$ cat src/design/hsv_color_adjust_macros.svh
// Assertion macros for the HSV color adjust block.
// Used by the top level; needs clk and rst in scope.
`ifndef HSV_COLOR_ADJUST_MACROS_SVH
`define HSV_COLOR_ADJUST_MACROS_SVH

// same-cycle implication
`define HCA_ASSERT_NOW(label, ante, cons) \
  label: assert property (@(posedge clk) disable iff (rst) (ante) |-> (cons)) \
    else $error("assertion failed");

// same-cycle implication, checked through reset
`define HCA_ASSERT_ANY(label, ante, cons) \
  label: assert property (@(posedge clk) (ante) |-> (cons)) \
    else $error("assertion failed");

`endif

$ cat src/design/hca_pkg.sv
// Shared constants, payload structs and a clamp helper for the HSV color adjust block.
// No dependencies.
package hca_pkg;

  localparam int HCA_FRAC      = 12;
  localparam int HCA_CW        = HCA_FRAC + 1;
  localparam int HCA_HUE_BITS  = 16;
  localparam int HCA_S_STEPS   = HCA_FRAC + 1;
  localparam int HCA_DIV_STEPS = HCA_HUE_BITS;
  localparam logic [HCA_CW-1:0] HCA_ONE = HCA_CW'(1) << HCA_FRAC;

  typedef struct packed {
    logic [12:0]        r;
    logic [12:0]        g;
    logic [12:0]        b;
    logic signed [12:0] shift;
    logic [13:0]        sgain;
    logic [13:0]        vgain;
  } hca_pix_t;

  typedef struct packed {
    logic [15:0]        hrem;
    logic [14:0]        hdiv;
    logic [15:0]        hq;
    logic [13:0]        srem;
    logic [12:0]        sdiv;
    logic [12:0]        sq;
    logic [12:0]        vmax;
    logic signed [12:0] shift;
    logic [13:0]        sgain;
    logic [13:0]        vgain;
  } hca_div_t;

  function automatic logic [12:0] hca_clamp(input logic signed [18:0] x);
    logic [12:0] y;
    if (x < 0) y = '0;
    else if (x > $signed(19'(HCA_ONE))) y = HCA_ONE;
    else y = x[12:0];
    return y;
  endfunction

endpackage

$ cat src/design/hca_divider.sv
// Pipelined restoring divider: one quotient bit of hue per stage, and of saturation in the first HCA_S_STEPS stages.
// Depends on hca_pkg.
module hca_divider import hca_pkg::*; (
  input  logic     clk,
  input  logic     rst,
  input  logic     en,
  input  logic     in_valid,
  input  hca_div_t in_data,
  output logic     out_valid,
  output hca_div_t out_data
);

  hca_div_t stg      [HCA_DIV_STEPS];
  hca_div_t stg_next [HCA_DIV_STEPS];
  logic     vld      [HCA_DIV_STEPS];

  function automatic hca_div_t div_step(input hca_div_t x, input logic s_first,
                                        input logic s_on);
    hca_div_t    y;
    logic [15:0] ht;
    logic [13:0] st;
    y  = x;
    ht = {x.hrem[14:0], 1'b0};
    if (ht >= {1'b0, x.hdiv}) begin
      y.hrem = ht - {1'b0, x.hdiv};
      y.hq   = {x.hq[14:0], 1'b1};
    end else begin
      y.hrem = ht;
      y.hq   = {x.hq[14:0], 1'b0};
    end
    if (s_on) begin
      st = s_first ? x.srem : {x.srem[12:0], 1'b0};
      if (st >= {1'b0, x.sdiv}) begin
        y.srem = st - {1'b0, x.sdiv};
        y.sq   = {x.sq[11:0], 1'b1};
      end else begin
        y.srem = st;
        y.sq   = {x.sq[11:0], 1'b0};
      end
    end
    return y;
  endfunction

  always_comb begin
    for (int k = 0; k < HCA_DIV_STEPS; k++) begin
      stg_next[k] = div_step((k == 0) ? in_data : stg[(k == 0) ? 0 : k - 1],
                             k == 0, k < HCA_S_STEPS);
    end
  end

  always_ff @(posedge clk) begin
    if (rst) begin
      for (int k = 0; k < HCA_DIV_STEPS; k++) vld[k] <= 1'b0;
    end else if (en) begin
      vld[0] <= in_valid;
      for (int k = 1; k < HCA_DIV_STEPS; k++) vld[k] <= vld[k-1];
    end
    if (en) begin
      for (int k = 0; k < HCA_DIV_STEPS; k++) stg[k] <= stg_next[k];
    end
  end

  assign out_valid = vld[HCA_DIV_STEPS-1];
  assign out_data  = stg[HCA_DIV_STEPS-1];

endmodule

$ cat config.mk
export PLATFORM = sky130hd
export DESIGN_NAME = hca_divider
export DESIGN_NICKNAME = d
export VERILOG_FILES = /design/src/design/hsv_color_adjust_macros.svh /design/src/design/hca_pkg.sv /design/src/design/hca_divider.sv
export SDC_FILE = /design/constraint.sdc
export NUM_CORES = 2
export LEC_CHECK = 0
export BUFFER_PORTS_ARGS = -buffer_cell sky130_fd_sc_hd__buf_2
export CAP_MARGIN = 20
export CORE_MARGIN = 10
export CORE_UTILIZATION = 35
export CTS_BUF_LIST = sky130_fd_sc_hd__clkbuf_8
export DETAILED_ROUTE_END_ITERATION = 10
export GPL_TIMING_DRIVEN = 0
export HOLD_SLACK_MARGIN = 0.08
export PLACE_DENSITY = 0.51
export SYNTH_ARGS = -nofsm -noshare
export SYNTH_HDL_FRONTEND = slang
export SYNTH_SLANG_ARGS = --single-unit
export TNS_END_PERCENT = 20
$ cat constraint.sdc
create_clock -name clk -period 4.2 [get_ports clk]
set_input_delay 0.21 -clock clk [delete_from_list [all_inputs] [get_ports clk]]
set_output_delay 0.21 -clock clk [all_outputs]
set_load 0.05 [all_outputs]
Word level (Yosys, flattened, before mapping) --
Memory sizes are Yosys's and may differ from the RTL's. Index checks and enable logic that the tools add are counted.
Word-level totals: register bits after elaboration 0, memory bits (writable) 2272, bits of input ports 145, output and inout bits 142, memories kept 2
Memory list:
- stg | depth 16, width 141, read ports 16, clocked after memory_dff 0, wr ports 16, line hca_divider.sv:13 | hca_div_t stg [HCA_DIV_STEPS];
- vld | depth 16, width 1, read ports 16, clocked after memory_dff 0, wr ports 16, line hca_divider.sv:15 | logic vld [HCA_DIV_STEPS];
Operators by class: add/subtract/negate cells 29, magnitude comparators 29, multiplexer cells 80, bitwise logic cells 16
Operators with widths (count):
- 16-bit by 15-bit >= comparator with 1-bit output | 16
- 16-bit two-way mux | 16
- 16-bit by 15-bit subtractor with 16-bit output | 16
- 14-bit by 13-bit >= comparator with 1-bit output | 13
- 14-bit two-way mux | 13
- 14-bit by 13-bit subtractor with 14-bit output | 13
- 1-bit two-way mux | 51
- 1-bit OR | 16

Depth between registers and ports, before layout --
depth in word-level cells 4, depth in mapped cells 13, mapped depth without buffers 12

Worst setup path after synthesis --
Ideal clock, no wire load.
path kind register to register, from memory stg[0][533] (netlist bit), to memory stg[0][695] (netlist bit), data pin, setup time 0.260 ns, data arrival time 2.753 ns, required time 3.940 ns, path slack 1.187 ns, cell stages (with the launch flop) 12, buffers on the path 1, clock period less this slack 3.013 ns, cells stage by stage edfxtp_1 inv_1 fa_1 a211oi_2 o21ai_1 a21o_1 a211oi_2 o31a_1 nand2_1 a311oi_4 buf_6 mux2_4
RTL lines (line):
- from (decl) | hca_divider.sv:13

==> metrics.txt <==
register area share after synthesis=0.704; clock period minus worst slack=4060 ps; outcome=finished, final reports clean; CTS sink count=2047; Final HPWL DP=96900 um; area of the core=248000 um2; largest net degree at the start of global routing=184; full die area=270000 um2; Die Width=519 um; final hold viol count=0; post-synth cell types=98; worst hold path type=input pin to register; number of port buffers=256; Max Cap Viol=0; layout cell share with drive strength beyond 1=0.172; Slew Limit Fails=0; Mapped Cells=5660; critical path class=input pin to register; Slew @ Worst Pin=1110 ps; worst path required time=5090 ps; Ports=287; reg2reg end=stg[0][833]$_DFFE_PP_; Critical R2R Launch=stg[0][674]$_DFFE_PP_; most frequent cells in the layout=edfxtp_1, inv_1, ha_1; fmax=246 MHz; CTS tree=done; crit path DAT=4950 ps; Rows=183; period utilisation layout=0.966; Syn Area/Cell=15.4 um2; first-pass GRT wire length=244000 um; R2R depth=10; vias per inst=4.55; CP Launch Point=in_data[110]; gr usage total=0.108; Setup Viol. Count Final=0; # H-tree levels=5; GP Congestion=0.892; antenna violations before repair=2; CTS root buf=clkbuf_8; Post-synth EDFFs=2047; Layout area overhead=17.0%; RSZ-0062 raised after global routing=false; Vias=46200; grt ovf=0; hold slack=242 ps; fill count=22600; CP endpoint=stg[0][130]$_DFFE_PP_; Post-synth top flop=edfxtp_1; critical path endpoint category=register; Die H=519 um; Layout Cells excl Fill=10200; ys async rst share=0; commonest non-fill, non-tap cell in the layout=edfxtp_1; critical-path maximum fanout=10; # nets final=7153; Ys Warns=0; worst reg-to-reg setup slack=430 ps; wire per inst=14.7 um; placed cells=9258; Peak supply drop=0.000251 V; Starting Density=0.351; power per cell area=639 nW/um2; Static Leakage=39.4 nW; number of global-route vias before repair=48400; clock slew at reported path FFs=60 ps; Mapped Nets=6243; startpoint types=input pin; Post-Route WL=150000 um; Layout Skew=77.0 ps; synthesized flop and latch total=2047; total CTS buffers=371; clk buf depth=4; # DRC=0; TritonRoute pass-1 iters=7; Final ANT Viol Nets=0; worst skew pair latency=1050 ps; mapped cell area=87300 um2; max_slew headroom=0.260; initial DRC count=2435
[power breakdown]
group	total (W)	switching (W)	internal (W)
combinational	0.0203	0.0108	0.00953
clock	0.0164	0.00785	0.00854
sequential	0.0285	0.00152	0.0270
[metrics by stage]
| stage | util | worst slack (ps) | area (um2) | power, W | TNS, ps |
|---|---|---|---|---|---|
| floorplan | - | 1190 | 87300 | 0.0441 | 0 |
| global placement | 0.373 | -31070 | 92800 | 0.0497 | - |
| detailed placement | 0.375 | -386 | 93100 | 0.0490 | -46390 |
| CTS | 0.411 | 170 | 102000 | 0.0663 | 0 |
| global route | 0.411 | 67.1 | 102000 | 0.0699 | 0 |
| finish | 0.411 | 141 | 102000 | 0.0653 | 0 |
[repair_timing]
item | CTS | global route
setup endpoints to repair | 0 | 128
hold buffers | 265 | 0
hold endpoints to repair | 305 | 0
gates resized for setup | 0 | 3
setup buffers | 0 | 3
[metal layers]
layer | wire length [um] | GRT usage | vias up
met5 | 0 | 0 | -
met4 | 6410 | 0.0504 | 0
met2 | 72400 | 0.184 | 947
met1 | 63000 | 0.125 | 21800
li1 | - | - | 23000
met3 | 7760 | 0.0302 | 460
[state kept, by name, indices dropped and copies added (netlist names)]
signal / flops
stg: 2031
vld: 16
[worst max-delay path: stages]
cell and delay, ps:
dlygate4sd3_1 510, buf_2 110, dlygate4sd3_1 570, inv_1 100
fa_2 440, a211oi_2 240, nor2_1 100, or4_1 400
a31o_2 290, o21bai_1 190, a21oi_2 150, buf_4 160
buf_4 200, nand2_1 60, dlygate4sd3_1 550, o31ai_1 70
dlygate4sd3_1 580
[how the worst min path moves through the flow]
stage / startpoint / to / slack [ps] / cells past startpoint
5_1_grt: rst / vld[0][7]$_SDFFCE_PN0P_ / 220 / 4
3_5_place_dp: in_data[24] / stg[0][24]$_DFFE_PP_ / 390 / 1
2_1_floorplan: in_data[0] / stg[0][0]$_DFFE_PP_ / 310 / 0
3_3_place_gp: in_data[13] / stg[0][13]$_DFFE_PP_ / 390 / 1
4_1_cts: rst / vld[0][7]$_SDFFCE_PN0P_ / 130 / 4
6_report: en / stg[0][43]$_DFFE_PP_ / 240 / 2
[cell families after synthesis]
family                     count (synthesis)  share of synthesized area
buffers and inverters                    697                     0.0376
muxes                                    264                     0.0360
adders and majority gates                438                     0.0653
DFF                                     2047                      0.704
AOI/OAI and AO/OA                       1015                     0.0759
and+or+nand+nor                          917                     0.0531
xor gates and xnor gates                 282                     0.0283
[synthesized netlist by cell type, types with 29 or more instances]
cell         n  area share
edfxtp_1  2047        0.70
inv_1      498       0.021
ha_1       409       0.059
a21oi_1    268       0.015
o21ai_0    243       0.014
nor2_1     235       0.010
nand2_1    225      0.0097
xnor2_1    187       0.019
mux2_2     163       0.021
buf_4      148       0.013
a21o_1     114      0.0098
xor2_1      95      0.0095
nor2b_1     74      0.0053
nor3_1      71      0.0041
o21a_1      54      0.0046
mux2_4      50      0.0086
nand2b_1    49      0.0035
nand3_1     44      0.0025
a211oi_1    39      0.0034
a31oi_1     38      0.0027
and2_1      38      0.0027
mux2_1      38      0.0049
and3_1      36      0.0026
o31ai_1     36      0.0031
nand4_1     35      0.0025
o21bai_1    30      0.0026
fa_1        29      0.0066
[final cells by class]
cell class	count	area (um2)	area share
tap	3330	4170	0.0408
buffer	197	1410	0.0138
clock buffer	372	5120	0.0501
clock inverter	252	1230	0.0121
sequential	2047	61500	0.601
inverter	500	1880	0.0184
antenna	6	15.0	0.000147
timing repair buffer	537	4330	0.0423
multi-input combinational	2916	22600	0.221
Note: power is estimated with default switching activity, not from simulation.
