--- src/design/hsv_color_adjust_macros.svh ---
// Assertion macros for the HSV color adjust block.
// Used by the top level; needs clk and rst in scope.
`ifndef HSV_COLOR_ADJUST_MACROS_SVH
`define HSV_COLOR_ADJUST_MACROS_SVH

// same-cycle implication
`define HCA_ASSERT_NOW(label, ante, cons) \
  label: assert property (@(posedge clk) disable iff (rst) (ante) |-> (cons)) \
    else $error("assertion failed");

// same-cycle implication, checked through reset
`define HCA_ASSERT_ANY(label, ante, cons) \
  label: assert property (@(posedge clk) (ante) |-> (cons)) \
    else $error("assertion failed");

`endif

--- src/design/hca_pkg.sv ---
// Shared constants, payload structs and a clamp helper for the HSV color adjust block.
// No dependencies.
package hca_pkg;

  localparam int HCA_FRAC      = 12;
  localparam int HCA_CW        = HCA_FRAC + 1;
  localparam int HCA_HUE_BITS  = 16;
  localparam int HCA_S_STEPS   = HCA_FRAC + 1;
  localparam int HCA_DIV_STEPS = HCA_HUE_BITS;
  localparam logic [HCA_CW-1:0] HCA_ONE = HCA_CW'(1) << HCA_FRAC;

  typedef struct packed {
    logic [12:0]        r;
    logic [12:0]        g;
    logic [12:0]        b;
    logic signed [12:0] shift;
    logic [13:0]        sgain;
    logic [13:0]        vgain;
  } hca_pix_t;

  typedef struct packed {
    logic [15:0]        hrem;
    logic [14:0]        hdiv;
    logic [15:0]        hq;
    logic [13:0]        srem;
    logic [12:0]        sdiv;
    logic [12:0]        sq;
    logic [12:0]        vmax;
    logic signed [12:0] shift;
    logic [13:0]        sgain;
    logic [13:0]        vgain;
  } hca_div_t;

  function automatic logic [12:0] hca_clamp(input logic signed [18:0] x);
    logic [12:0] y;
    if (x < 0) y = '0;
    else if (x > $signed(19'(HCA_ONE))) y = HCA_ONE;
    else y = x[12:0];
    return y;
  endfunction

endpackage

--- src/design/hca_to_hsv.sv ---
// Front end: input clamp, max/min, and hue and saturation numerator/denominator setup.
// Depends on hca_pkg.
module hca_to_hsv import hca_pkg::*; (
  input  logic        clk,
  input  logic        rst,
  input  logic        en,
  input  logic        in_valid,
  input  logic [15:0] red_in,
  input  logic [15:0] green_in,
  input  logic [15:0] blue_in,
  input  logic [12:0] hue_shift,
  input  logic [13:0] saturation_gain,
  input  logic [13:0] value_gain,
  output logic        out_valid,
  output hca_div_t    out_data
);

  hca_pix_t pix;
  logic     pix_valid;
  hca_div_t hsv_next;

  function automatic logic [12:0] clamp_in(input logic [15:0] x);
    logic [12:0] y;
    if ($signed(x) < 0) y = '0;
    else if ($signed(x) > $signed(16'(HCA_ONE))) y = HCA_ONE;
    else y = x[12:0];
    return y;
  endfunction

  always_ff @(posedge clk) begin
    if (rst) begin
      pix_valid <= 1'b0;
      out_valid <= 1'b0;
    end else if (en) begin
      pix_valid <= in_valid;
      out_valid <= pix_valid;
    end
    if (en) begin
      pix.r     <= clamp_in(red_in);
      pix.g     <= clamp_in(green_in);
      pix.b     <= clamp_in(blue_in);
      pix.shift <= $signed(hue_shift);
      pix.sgain <= saturation_gain;
      pix.vgain <= value_gain;
      out_data  <= hsv_next;
    end
  end

  logic [12:0]        cmax, cmin, cdelta;
  logic signed [16:0] n;
  logic [14:0]        d6;

  always_comb begin
    cmax = pix.r;
    cmin = pix.r;
    if (pix.g > cmax) cmax = pix.g;
    if (pix.b > cmax) cmax = pix.b;
    if (pix.g < cmin) cmin = pix.g;
    if (pix.b < cmin) cmin = pix.b;
    cdelta = cmax - cmin;
    d6 = 15'(cdelta) * 15'd6;
    if (pix.r == cmax) begin
      n = $signed(17'(pix.g)) - $signed(17'(pix.b));
      if (n < 0) n = n + $signed(17'(d6));
    end else if (pix.g == cmax) begin
      n = $signed(17'({cdelta, 1'b0})) + $signed(17'(pix.b)) - $signed(17'(pix.r));
    end else begin
      n = $signed(17'({cdelta, 2'b0})) + $signed(17'(pix.r)) - $signed(17'(pix.g));
    end
    hsv_next.hrem  = (cdelta == '0) ? '0 : 16'(n);
    hsv_next.hdiv  = (cdelta == '0) ? '1 : d6;
    hsv_next.hq    = '0;
    hsv_next.srem  = 14'(cdelta);
    hsv_next.sdiv  = (cmax == '0) ? '1 : cmax;
    hsv_next.sq    = '0;
    hsv_next.vmax  = cmax;
    hsv_next.shift = pix.shift;
    hsv_next.sgain = pix.sgain;
    hsv_next.vgain = pix.vgain;
  end

endmodule

--- config.mk ---
export PLATFORM = sky130hd
export DESIGN_NAME = hca_to_hsv
export DESIGN_NICKNAME = d
export VERILOG_FILES = /design/src/design/hsv_color_adjust_macros.svh /design/src/design/hca_pkg.sv /design/src/design/hca_to_hsv.sv
export SDC_FILE = /design/constraint.sdc
export NUM_CORES = 1
export LEC_CHECK = 0
export BUFFER_PORTS_ARGS = -buffer_cell sky130_fd_sc_hd__buf_2
export CAP_MARGIN = 10
export CORE_UTILIZATION = 40
export CTS_CLUSTER_DIAMETER = 40
export DETAILED_ROUTE_END_ITERATION = 7
export HOLD_SLACK_MARGIN = 0.15
export PLACE_DENSITY_LB_ADDON = 0.08
export SLEW_MARGIN = 20
export SYNTH_ARGS = -nofsm -noshare
export SYNTH_HDL_FRONTEND = slang
export SYNTH_SLANG_ARGS = --single-unit
--- constraint.sdc ---
create_clock -name clk -period 24.3 [get_ports clk]
set_input_delay 2.43 -clock clk [delete_from_list [all_inputs] [get_ports clk]]
set_output_delay 2.43 -clock clk [all_outputs]
set_load 0.03 [all_outputs]
After elaboration in Yosys (flattened, before gate mapping). Index checks and enable logic that the tools add are counted.

Register bits after elaboration: 193. Input bits: 93. Output and inout port bits: 142. Word-level logic and storage cells: 57.

Add/sub/neg operators: 7. Multipliers: 1. Order comparisons: 11. Eq/ne operators: 2. Multiplexer cells: 11. Reduce and logical (&&, ||, !) cells: 5.

Operators by type and width (number): 2-to-1 mux 13 bit (7); greater-than comparator 16 x 14 -> 1 bit, second input constant (3); less-than comparator 16 x 1 -> 1 bit, second input constant (3); 2-to-1 mux 16 bit (3); == test 13 bit (2); greater-than comparator 13 bit (2); zero test 13 bit (2); less-than comparator 13 bit (2); adder 14 x 16 -> 16 bit (1); adder 15 x 13 -> 16 bit (1); subtractor 15 x 13 -> 16 bit (1); subtractor 16 x 13 -> 16 bit (1); adder 14 x 13 -> 15 bit (1); less-than comparator 14 x 1 -> 1 bit, second input constant (1); multiplier 13 x 2 -> 14 bit, second input constant (1); subtractor 13 x 13 -> 14 bit (1); subtractor 13 bit (1); OR reduction 2 bit (3); 2-to-1 mux 1 bit (1).

Logic depth before layout (Yosys ltp).
Depth after elaboration: 9. Mapped depth: 50. Mapped depth without buffers: 46.

Worst setup path after synthesis. OpenSTA, ideal clock, no wires.

Path kind: flip-flop to flip-flop. Start: register pix[58] (netlist bit). End: register out_data[140] (netlist bit), data pin. Library setup time: 0.263 ns. Data arrival time: 9.493 ns. Data required time: 24.037 ns. Path slack: 14.544 ns. Stages on the path, launching flop included: 44. Buffers on the path: 4. Period minus slack after synthesis: 9.756 ns. Cell sequence: edfxtp_1 -> inv_1 -> ha_1 -> nand3_1 -> o21bai_1 -> a211o_1 -> a21oi_1 -> buf_2 -> buf_1 -> clkbuf_1 -> a21oi_1 -> ha_1 -> a21oi_1 -> o21bai_1 -> a21o_1 -> a2111oi_0 -> a2bb2oi_2 -> o211ai_4 -> [... 8 more ...] -> or2_2 -> xor2_1 -> fa_1 -> ha_1 -> a21oi_1 -> o21bai_1 -> a21oi_1 -> nor2b_1 -> o21a_1 -> o21ai_0 -> nand2b_1 -> a211oi_1 -> nor2_1 -> a221oi_1 -> xnor2_1 -> o211a_1 -> o21ai_0 -> o31ai_1.

Longest elaborated chain between the ends: 9. Elaborated cells on any way between the ends: 23. Those cells by class: 7 x add/sub; 1 x mul; 5 x order compare; 2 x eq/ne; 7 x mux; 1 x reduce/logical.

Ends and longest elaborated chain: start: declaration (line hca_to_hsv.sv:18) `hca_pix_t pix;`; greater-than comparator 13 bit (line hca_to_hsv.sv:56) `if (pix.g > cmax) cmax = pix.g;`; 2-to-1 mux 13 bit * (line hca_to_hsv.sv:56); greater-than comparator 13 bit (line hca_to_hsv.sv:57) `if (pix.b > cmax) cmax = pix.b;`; 2-to-1 mux 13 bit * (line hca_to_hsv.sv:57); named net cmax[1] (line hca_to_hsv.sv:49) `logic [12:0] cmax, cmin, cdelta;`; subtractor 13 bit * (line hca_to_hsv.sv:60) `cdelta = cmax - cmin;`; named net cdelta[4] (line hca_to_hsv.sv:49); multiplier 13 x 2 -> 14 bit, or another cell as far along (line hca_to_hsv.sv:61) `d6 = 15'(cdelta) * 15'd6;`; adder 14 x 16 -> 16 bit, or another cell as far along (line hca_to_hsv.sv:64) `if (n < 0) n = n + $signed(17'(d6));`; 2-to-1 mux 16 bit (on tied branches) (line hca_to_hsv.sv:64, hca_to_hsv.sv:65); 2-to-1 mux 16 bit (line hca_to_hsv.sv:62) `if (pix.r == cmax) begin`; end signal: assignment (line hca_to_hsv.sv:45) `out_data <= hsv_next;`; end: declaration (line hca_to_hsv.sv:15) `output hca_div_t out_data`.

Mark *: on every way through the listed nets, which the timed path passes. The rest lies on a longest branch. A chain may end at the register's enable or synchronous reset.

Worst setup path in the final report. Ends and elaborated chain as after synthesis.

==> metrics.txt <==
status=completed; post-place instance area=15000 um^2; IO Pins=between 200 and 250; CTS max path bufs=2; total placed cells including tap cells=~1900; DRT antenna net count=0; Resize count post-CTS=0; Setup Fix Bufs, Post-CTS=0; Setup TNS Final=0 ns; Worst slew margin=just under 30%; Overflow after GRT=0; synthesized cell area=~13000 um^2; Slew @ Worst Pin=around 1.1 ns; Crit. End Element=flip-flop; CTS tree=yes; RD Place Congestion=~0.94; post-cts hold buffer count=0; Hold Fails Final Rpt=0; drt wl/cell=between 15 and 20 um; Reg2Reg Setup Slack=13.15 ns; Total Nets Final=around 1700; critical path launch point type=flip-flop; Worst Hold Class=reg -> reg; final std cells w/o fill=~2000; Initial Utilization=about two fifths; die height=between 150 and 200 um; DR vias=~9900; gr usage total=21.8%; Seq cells post-synth=a little under 200; number of synthesized flops with an enable pin=about 190; critical path class=reg -> reg; Inserted Clock Buffers=17; Clock transition at path regs=roughly 0.08 ns; fraction of registers with async set/reset=0%; Slew Viols, Final=0; Fin Clk Skew=around 0.014 ns; Warnings, synthesis=0; WL final=~37 mm; Fmax=about 0.09 GHz; min cycle time layout=11.15 ns; Crit path largest cell delay=0.69 ns; Post-Synthesis Cells=~1300; TritonCTS sink count=approximately 190; Seq/Total Area, Yosys=a little over two fifths; Clock Latency Late Sink=about 0.46 ns; synthesized area per cell=approximately 11 um^2; DP HPWL=29.0 mm; ys flop type=edfxtp_1; router iterations before antenna repair=5; Most common cell on crit path=a21oi_1; initial antenna violation count=0; post-synth cell types=92; DR DRC count=0; final setup vio count=0; DR vias/cell=slightly above 5; placeable core area=between 30000 and 40000 um^2; worst path arrival time=11.36 ns; critical path data required time=about 25 ns; pin count of the biggest net entering global routing=128; ant diodes=0; unrepaired setup endpoints after global routing=no; first-pass GRT wire length=between 50 and 60 mm; Site Rows=66; root buf cell=clkbuf_16; Max FO, Critical Path=29; design area=about 16000 um^2; worst-path cell with the longest stage delay=xor2_1; crit share post-route=a little under half; Initial DRC Count=just over 600; Layout area overhead=15.7%; chip width=around 190 um; port bufs=204; commonest non-fill, non-tap cell in the layout=buf_2; Die Area=approximately 34000 um^2; commonest cells after routing, fill and taps aside=buf_2, edfxtp_1, ha_1; MaxCap Viol Count=0; vias in the first global route=~9400; H-tree levels=4; share of layout cells above drive strength 1=between 15 and 20%
## path summary, 6_finish.rpt
check                         from                          end  depth (start not counted)
min reg2reg  hsv_next[4]$_DFFE_PP_        out_data[4]$_DFFE_PP_                          0
max          pix[58]$_SDFFCE_PP0P_  out_data[140]$_SDFFCE_PP0P_                         41
max reg2reg  pix[58]$_SDFFCE_PP0P_  out_data[140]$_SDFFCE_PP0P_                         41
min          hsv_next[4]$_DFFE_PP_        out_data[4]$_DFFE_PP_                          0
## critical path: cells and delay by family, from the launching register on
| family | cells | cell delay [ns] |
|---|---|---|
| AO/OA/AOI/OAI | 24 | 5.99 |
| adder cells (fa/ha/maj) | 5 | 1.85 |
| AND/OR/NAND/NOR | 7 | 1.11 |
| XOR/XNOR | 2 | 0.79 |
| flip-flops | 1 | 0.60 |
| buffers and inverters | 3 | 0.53 |
## logic make-up (layout without fill, tap and decap cells)
group | after synthesis | in the layout | synth area share [%]
flip-flops | 193 | 193 | 42.8
AO/OA/AOI/OAI | 272 | 272 | 13.7
buffers and inverters | 183 | 383 | 6.03
XOR/XNOR | 84 | 84 | 5.57
multiplexers | 13 | 13 | 0.983
AND/OR/NAND/NOR | 369 | 369 | 14.6
other | 1 | 30 | 0.0278
adder cells (fa/ha/maj) | 158 | 158 | 16.3
## sequential cells by signal, indices dropped and copies added (netlist names)
register and count:
hsv_next 41, out_data 111, out_valid 1, pix 39
pix_valid 1
## synth_stat cells (5+ instances only)
cell | n | area (um^2)
o21a_1 | 7 | 52.6
buf_1 | 5 | 18.8
nand3_1 | 22 | 110
o21bai_1 | 10 | 75.1
a21o_1 | 19 | 143
ha_1 | 128 | 1600
mux2i_1 | 11 | 110
a21boi_0 | 5 | 37.5
xnor2_1 | 68 | 596
a21oi_1 | 89 | 445
nor4_1 | 17 | 106
nor3_1 | 25 | 125
or3_1 | 7 | 43.8
xor2_1 | 14 | 123
nand2_1 | 70 | 263
o31ai_1 | 7 | 52.6
and2_1 | 42 | 263
nor2_1 | 91 | 342
a2111oi_0 | 5 | 43.8
o211ai_1 | 6 | 45.0
buf_4 | 30 | 225
clkbuf_1 | 18 | 67.6
nor2b_1 | 19 | 119
and3_1 | 5 | 31.3
o21ai_0 | 59 | 295
edfxtp_1 | 191 | 5740
nand4_1 | 8 | 50.1
inv_1 | 124 | 465
nand2b_1 | 32 | 200
a211oi_1 | 19 | 143
fa_1 | 29 | 581
## layout make-up
type | count | area (um^2)
clock buffers | 17 | 425
flip-flops and latches | 193 | 5780
well taps | 442 | 553
clock inverters | 15 | 164
multi-input cells | 926 | 7020
repair buffers | 225 | 1190
fillers | 3125 | 17300
inverters | 126 | 475
## per-stage QoR
| stage | setup slack (ns) | util, % | hold WS [ns] |
|---|---|---|---|
| 3_3_place_gp | 13.41 | 45.7 | 0.400 |
| 4_1_cts | 13.23 | 47.5 | 0.421 |
| 3_5_place_dp | 13.24 | 45.7 | 0.405 |
| 2_1_floorplan | 14.54 | - | 0.400 |
| 6_report | 13.15 | 47.5 | 0.420 |
| 5_1_grt | 12.25 | 47.5 | 0.426 |
## routing by layer
metal	up-vias	routed length, um	global-route usage [%]
li1	4919	-	-
met5	-	0	0
met3	48	2030	3.91
met1	4642	17600	30.6
met2	317	16100	33.4
met4	0	1050	7.90
Power is not shown: default switching activity piles up to over one toggle a cycle in this logic, so the estimate is an artifact.
