<file path="src/design/hsv_color_adjust_macros.svh">
// Assertion macros for the HSV color adjust block.
// Used by the top level; needs clk and rst in scope.
`ifndef HSV_COLOR_ADJUST_MACROS_SVH
`define HSV_COLOR_ADJUST_MACROS_SVH

// same-cycle implication
`define HCA_ASSERT_NOW(label, ante, cons) \
  label: assert property (@(posedge clk) disable iff (rst) (ante) |-> (cons)) \
    else $error("assertion failed");

// same-cycle implication, checked through reset
`define HCA_ASSERT_ANY(label, ante, cons) \
  label: assert property (@(posedge clk) (ante) |-> (cons)) \
    else $error("assertion failed");

`endif

</file>
<file path="src/design/hca_pkg.sv">
// Shared constants, payload structs and a clamp helper for the HSV color adjust block.
// No dependencies.
package hca_pkg;

  localparam int HCA_FRAC      = 12;
  localparam int HCA_CW        = HCA_FRAC + 1;
  localparam int HCA_HUE_BITS  = 16;
  localparam int HCA_S_STEPS   = HCA_FRAC + 1;
  localparam int HCA_DIV_STEPS = HCA_HUE_BITS;
  localparam logic [HCA_CW-1:0] HCA_ONE = HCA_CW'(1) << HCA_FRAC;

  typedef struct packed {
    logic [12:0]        r;
    logic [12:0]        g;
    logic [12:0]        b;
    logic signed [12:0] shift;
    logic [13:0]        sgain;
    logic [13:0]        vgain;
  } hca_pix_t;

  typedef struct packed {
    logic [15:0]        hrem;
    logic [14:0]        hdiv;
    logic [15:0]        hq;
    logic [13:0]        srem;
    logic [12:0]        sdiv;
    logic [12:0]        sq;
    logic [12:0]        vmax;
    logic signed [12:0] shift;
    logic [13:0]        sgain;
    logic [13:0]        vgain;
  } hca_div_t;

  function automatic logic [12:0] hca_clamp(input logic signed [18:0] x);
    logic [12:0] y;
    if (x < 0) y = '0;
    else if (x > $signed(19'(HCA_ONE))) y = HCA_ONE;
    else y = x[12:0];
    return y;
  endfunction

endpackage

</file>
<file path="src/design/hca_to_rgb.sv">
// Back end: hue offset, gains, six-sector conversion and output clamp.
// Depends on hca_pkg.
module hca_to_rgb import hca_pkg::*; (
  input  logic        clk,
  input  logic        rst,
  input  logic        en,
  input  logic        in_valid,
  input  hca_div_t    in_data,
  output logic        out_valid,
  output logic [12:0] red_out,
  output logic [12:0] green_out,
  output logic [12:0] blue_out
);

  logic [2:0] vld;

  logic [15:0] c1_hue;
  logic [13:0] c1_s, c1_v;

  logic [2:0]  c2_sec;
  logic [13:0] c2_s, c2_v, c2_sf, c2_s1f;

  logic [2:0]         c3_sec;
  logic               c3_szero;
  logic [13:0]        c3_v;
  logic signed [18:0] c3_p, c3_q, c3_t;

  logic [15:0] hue_sum;
  logic [18:0] h6;
  logic [31:0] sf_prod, s1f_prod;
  logic signed [15:0] a_p, a_q, a_t;
  logic signed [31:0] v_ext;
  logic signed [18:0] ro, go, bo, vv;

  always_comb begin
    hue_sum  = in_data.hq + (16'(in_data.shift) << (HCA_HUE_BITS - HCA_FRAC))
             + (16'(1) << (HCA_HUE_BITS - 1));
    h6       = 19'(c1_hue) * 19'd6;
    sf_prod  = 32'(c1_s) * 32'(h6[15:0]);
    s1f_prod = 32'(c1_s) * (32'(1) << HCA_HUE_BITS) - sf_prod;
    a_p = $signed(16'(HCA_ONE)) - $signed(16'(c2_s));
    a_q = $signed(16'(HCA_ONE)) - $signed(16'(c2_sf));
    a_t = $signed(16'(HCA_ONE)) - $signed(16'(c2_s1f));
    v_ext = $signed({18'd0, c2_v});
  end

  always_ff @(posedge clk) begin
    if (rst) begin
      vld       <= '0;
      out_valid <= 1'b0;
    end else if (en) begin
      vld       <= {vld[1:0], in_valid};
      out_valid <= vld[2];
    end
    if (en) begin
      c1_hue <= hue_sum;
      c1_s   <= 14'((27'(in_data.sq) * 27'(in_data.sgain)) >> HCA_FRAC);
      c1_v   <= 14'((27'(in_data.vmax) * 27'(in_data.vgain)) >> HCA_FRAC);

      c2_sec <= h6[18:16];
      c2_s   <= c1_s;
      c2_v   <= c1_v;
      c2_sf  <= 14'(sf_prod >> HCA_HUE_BITS);
      c2_s1f <= 14'(s1f_prod >> HCA_HUE_BITS);

      c3_sec   <= c2_sec;
      c3_szero <= (c2_s == '0);
      c3_v     <= c2_v;
      c3_p     <= 19'((v_ext * 32'(a_p)) >>> HCA_FRAC);
      c3_q     <= 19'((v_ext * 32'(a_q)) >>> HCA_FRAC);
      c3_t     <= 19'((v_ext * 32'(a_t)) >>> HCA_FRAC);

      red_out   <= hca_clamp(ro);
      green_out <= hca_clamp(go);
      blue_out  <= hca_clamp(bo);
    end
  end

  always_comb begin
    vv = $signed(19'(c3_v));
    ro = vv; go = vv; bo = vv;
    if (!c3_szero) begin
      case (c3_sec)
        3'd0:    begin ro = vv;   go = c3_t; bo = c3_p; end
        3'd1:    begin ro = c3_q; go = vv;   bo = c3_p; end
        3'd2:    begin ro = c3_p; go = vv;   bo = c3_t; end
        3'd3:    begin ro = c3_p; go = c3_q; bo = vv;   end
        3'd4:    begin ro = c3_t; go = c3_p; bo = vv;   end
        default: begin ro = vv;   go = c3_p; bo = c3_q; end
      endcase
    end
  end

endmodule

</file>
<file path="config.mk">
export PLATFORM = sky130hd
export DESIGN_NAME = hca_to_rgb
export DESIGN_NICKNAME = d
export VERILOG_FILES = /design/src/design/hsv_color_adjust_macros.svh /design/src/design/hca_pkg.sv /design/src/design/hca_to_rgb.sv
export SDC_FILE = /design/constraint.sdc
export NUM_CORES = 2
export LEC_CHECK = 0
export ABC_AREA = 1
export BUFFER_PORTS_ARGS = -buffer_cell sky130_fd_sc_hd__buf_2
export CORE_ASPECT_RATIO = 0.8
export CORE_UTILIZATION = 50
export DETAILED_ROUTE_END_ITERATION = 8
export GPL_ROUTABILITY_DRIVEN = 1
export PLACE_DENSITY = 0.67
export SLEW_MARGIN = 20
export SYNTH_ARGS = -nofsm -noshare
export SYNTH_HDL_FRONTEND = slang
export SYNTH_SLANG_ARGS = --single-unit
</file>
<file path="constraint.sdc">
create_clock -name clk -period 10.8 [get_ports clk]
set_input_delay 2.16 -clock clk [delete_from_list [all_inputs] [get_ports clk]]
set_output_delay 2.16 -clock clk [all_outputs]
set_load 0.03 [all_outputs]
</file>
# == Word level (Yosys, flattened, before mapping) ==
# Cells that the tools add are included.
# op_classes
n_mux,9
add_sub_neg,6
multipliers,7
n_eq_ne,4
magnitude_cmp,6
reduce_logical,9
# op_table
op,n
case mux 19 bit (3 select lines),3
multiplier 15 x 15 -> 30 bit,3
"greater-than comparator 19 x 14 -> 1 bit, second input constant",3
"less-than comparator 19 x 1 -> 1 bit, second input constant",3
2-to-1 mux 19 bit,3
multiplier 13 x 14 -> 26 bit,2
"subtractor 13 x 14 -> 15 bit, first input constant",3
2-to-1 mux 13 bit,3
subtractor 30 bit,1
multiplier 14 x 15 -> 29 bit,1
"multiplier 16 x 2 -> 18 bit, second input constant",1
adder 16 bit,1
"adder 16 bit, second input constant",1
zero test 14 bit,1
OR reduction 2 bit,7
"== test 3 x 2 -> 1 bit, second input constant",2
"== test 3 x 1 -> 1 bit, second input constant",1
"== test 3 bit, second input constant",1
zero test 3 bit,1
# totals
input_bits,145
regBits,221
word_cells,63
out_inout_bits,40

# == Logic depth before layout (Yosys ltp) ==
# logic_depth
depth_word,6
mapped_depth,45
depth_no_buf,45

# == Worst setup path before layout ==
# No wires, ideal clock.
# synth_timing
path_type,flip-flop to flip-flop
startpoint,reg c1_hue[2]
endpoint,"reg c2_s1f[10], data pin"
required_time_ns,10.548
setup_ns,0.252
arrival_time_ns,7.510
path_stages_with_launch,43
n_path_buf,0
slack_ns,3.037
synth_period_minus_slack_ns,7.763
cell_sequence,edfxtp_1 -> ha_1 -> a21oi_1 -> nand2_1 -> nand2_1 -> nand2_1 -> a21oi_1 -> o21ai_1 -> nand2_1 -> nand2_1 -> a21oi_1 -> xnor2_1 -> inv_1 -> nor2_1 -> fa_1 -> inv_1 -> fa_1 -> inv_1 -> (+7 left out) -> nand2_1 -> inv_1 -> a21oi_1 -> nand2_1 -> a31o_2 -> xnor2_1 -> ha_1 -> a21o_1 -> a21oi_1 -> o21ai_0 -> inv_1 -> nand2_1 -> nand3_1 -> nand2_1 -> nand2_1 -> nand2_1 -> nand2_1 -> nand2_1
# synth_via
elab_chain_cells,3
# synth_lines
item,line,source
from (decl),hca_to_rgb.sv:17,logic [15:0] c1_hue;
from (signal assigned),hca_to_rgb.sv:56,c1_hue <= hue_sum;
multiplier 16 x 2 -> 18 bit,hca_to_rgb.sv:38,h6 = 19'(c1_hue) * 19'd6;
multiplier 14 x 15 -> 29 bit,hca_to_rgb.sv:39,sf_prod = 32'(c1_s) * 32'(h6[15:0]);
subtractor 30 bit,hca_to_rgb.sv:40,s1f_prod = 32'(c1_s) * (32'(1) << HCA_HUE_BITS) - sf_prod;
via s1f_prod[26],hca_to_rgb.sv:30,"logic [31:0] sf_prod, s1f_prod;"
to (signal assigned),hca_to_rgb.sv:64,c2_s1f <= 14'(s1f_prod >> HCA_HUE_BITS);
to (decl),hca_to_rgb.sv:21,"logic [13:0] c2_s, c2_v, c2_sf, c2_s1f;"
# The timed path passes the listed nets, and every way through them passes these cells.
# A chain may end at the register's enable or synchronous reset.

# == Worst setup path after layout ==
# layout_timing
startpoint,reg c1_hue[0]
endpoint,"reg c2_s1f[13], data pin"
# Same word-level chain as after synthesis.

==> key figures <==
Synthesis
  • Cell variety after synth: 52
  • Synth Flop Type: edfxtp_1
  • Synthesized area per cell: 8.16 sq um
  • Ys Warns: 0
  • Asr flop ratio synth: 0%
  • Sequential fraction of the synthesis area: 12.8%
  • Top cells by area, synth: fa_1 35%, ha_1 15%, edfxtp_1 13%
  • Largest area contributor in the netlist: fa_1
  • Synth cell count leaders: 1495 x inv_1, 1488 x nand2_1, 877 x fa_1, 589 x ha_1, 453 x nor2_1
  • Top cell type's share of synthesized area: 34.6%
  • Mapped Cells: 6213
  • Number of synthesized flops with an enable pin: 214
  • Yosys reg bits: 218
  • Count leader, synth: inv_1
  • Syn Std Cell Area: 0.0507 sq mm
  • Post-Syn Nets: 7824

Worst setup path
  • Crit end category: register
  • R2r worst-path depth: 40
  • CP dominant cell by count: nand2_1
  • CP max-delay cell: edfxtp_1
  • WS Path Type: reg -> reg
  • WP data required: 11.14 ns
  • Delay of the slowest critical-path stage: 0.80 ns
  • Startpoint types: register
  • Worst EP arrival: 9.81 ns
  • Max Fanout on Critical Path: 15

STA
  • Clock skew: 0.0366 ns
  • Final cycle utilization of the critical path: 87.7%
  • Slew headroom: 23.5%
  • Slew @ Worst Pin: 1.14 ns
  • Final setup TNS: 0 ns
  • Period minus WS final: 9.48 ns
  • Final Hold Fails: 0
  • RSZ-0062 raised after global routing: no
  • Max-slew violation count: 0
  • FMAX: 0.106 GHz
  • Final setup fails: 0

Routing
  • WL/cell: 17.5 um
  • Final wirelength: 133000 um
  • Antenna viol nets, final: 0
  • Drt first pass iters: 7
  • Starting DRT DRC Count: 3677
  • Vias per cell: 5.30
  • Via count: 40.0k
  • Drt drc: 0

Clock tree
  • TritonCTS clock tree: built
  • Hold buffers post-CTS: 0
  • TritonCTS Buffers: 28
  • Root Buffer: clkbuf_16
  • H-tree level count: 1
  • Setup bufs post-CTS: 0
  • Clock slew at reported path FFs: 0.06 ns
  • CTS max path bufs: 3
  • Clock Sinks: 218
  • Clock latency at the later pin of the worst-skew pair: 0.60 ns
  • PostCTS Resize Cnt: 0

Cells and area
  • NumNets Final: 7817
  • Filler instances: 9446
  • Share of layout cells above drive strength 1: 4.29%
  • # diodes: 0
  • Area growth syn-to-layout: 5.50%

Global routing
  • Antenna violations before repair: 3
  • First-pass GRT wire length: 216000 um
  • Number of global-route vias before repair: 40.0k
  • Global route overflow: 0
  • Largest net degree at the start of global routing: 76
  • GR Util All Layers: 26.6%

Job
  • Max Cap Violations: 0

Floorplanning
  • Placement Rows: 104
  • Die H: 287 um
  • Full die area: 0.103 sq mm
  • I/O pins: 185
  • Core Area: 0.100 sq mm
  • Die W: 358 um
  • Starting Density: 50.4%

Worst hold path
  • Hold Path Class: reg -> reg
  • Hold Crit Depth: 0

Place
  • Input/output buffers: 125
  • Gpl congestion: 0.978
  • Final HPWL DP: 107000 um

Run status
  • Status: completed
-- cells by family (layout without fill, tap and decap cells) --
group / count (synthesis) / in the layout / synth area share, %
AND/OR/NAND/NOR: 2203 / 2203 / 17.3
buffers and inverters: 1707 / 1721 / 12.8
adder cells (fa/ha/maj): 1466 / 1466 / 49.2
AO/OA/AOI/OAI: 470 / 470 / 5.28
flip-flops: 218 / 218 / 12.8
XOR/XNOR: 146 / 146 / 2.55
multiplexers: 3 / 3 / 0.0593
-- metal layers --
layer,vias up,part of all wire (%),GRT usage (%),wire length (um)
li1,18700,-,-,-
met1,19500,46,40.3,60600
met2,1588,43,40.0,56700
met3,172,9.5,4.61,12600
met4,4,1.9,5.01,2510
met5,-,0.020,0,27
-- worst paths after layout --
path,start,to,slack [ns]
worst max-delay path,c1_hue[0]$_DFFE_PP_,c2_s1f[13]$_DFFE_PP_,1.32
worst min-delay path,c1_v[6]$_DFFE_PP_,c2_v[6]$_DFFE_PP_,0.42
worst max register to register,c1_hue[0]$_DFFE_PP_,c2_s1f[13]$_DFFE_PP_,1.32
worst min register to register,c1_v[6]$_DFFE_PP_,c2_v[6]$_DFFE_PP_,0.42
-- flip-flops by register name, indices dropped and copies added (netlist names), 14 cells and up --
signal and flops:
c3_p 18, c2_s1f 14, c3_v 14, c2_sf 14, c3_t 18, c2_v 14
c1_hue 16, c2_s 14, c1_v 14, c1_s 14, c3_q 18
-- worst max-delay path, delay by kind of cell, from the launching register on --
family | cells | cell delay [ns]
buffers and inverters | 7 | 0.84
AOI/OAI and AO/OA | 7 | 0.85
xor gates and xnor gates | 1 | 0.33
adders and majority gates | 10 | 4.43
and+or+nand+nor | 15 | 1.98
DFF | 1 | 0.80
-- cell usage in the layout, fill, tap and decap left out, types with 20 or more instances in the layout --
cell type,instances
a21oi_1,237
buf_2,124
fa_1,877
clkbuf_16,28
a31oi_1,20
nand3_1,114
or2_2,30
nand2_1,1488
xnor2_1,61
nor2_1,453
inv_1,1495
xor2_1,83
nand4_1,50
ha_1,589
buf_4,38
o21ai_0,101
edfxtp_1,214
nor3_1,32
-- per-stage QoR --
step	instance area, sq um	setup slack (ns)	utilization (%)	hold slack [ns]	cells
after global routing	53500	0.679	53.2	0.422	7552
after global placement	52400	1.52	52.2	0.400	7501
after floorplan	50700	3.04	-	0.400	6213
after detailed placement	52500	1.44	52.2	0.405	7501
after CTS	53500	1.39	53.2	0.419	7552
final	53500	1.32	53.2	0.415	7552
-- layout make-up --
type	count	area, sq um	share of cell area, %
multi-input combinational	4288	37700	70.5
sequential	218	6510	12.2
inverter	1507	5660	10.6
tap	1325	1660	3.10
timing repair buffer	163	921	1.72
clock buffer	29	704	1.32
clock inverter	22	299	0.559
Power is not shown: default switching activity piles up to over one toggle a cycle in this logic, so the estimate is an artifact.
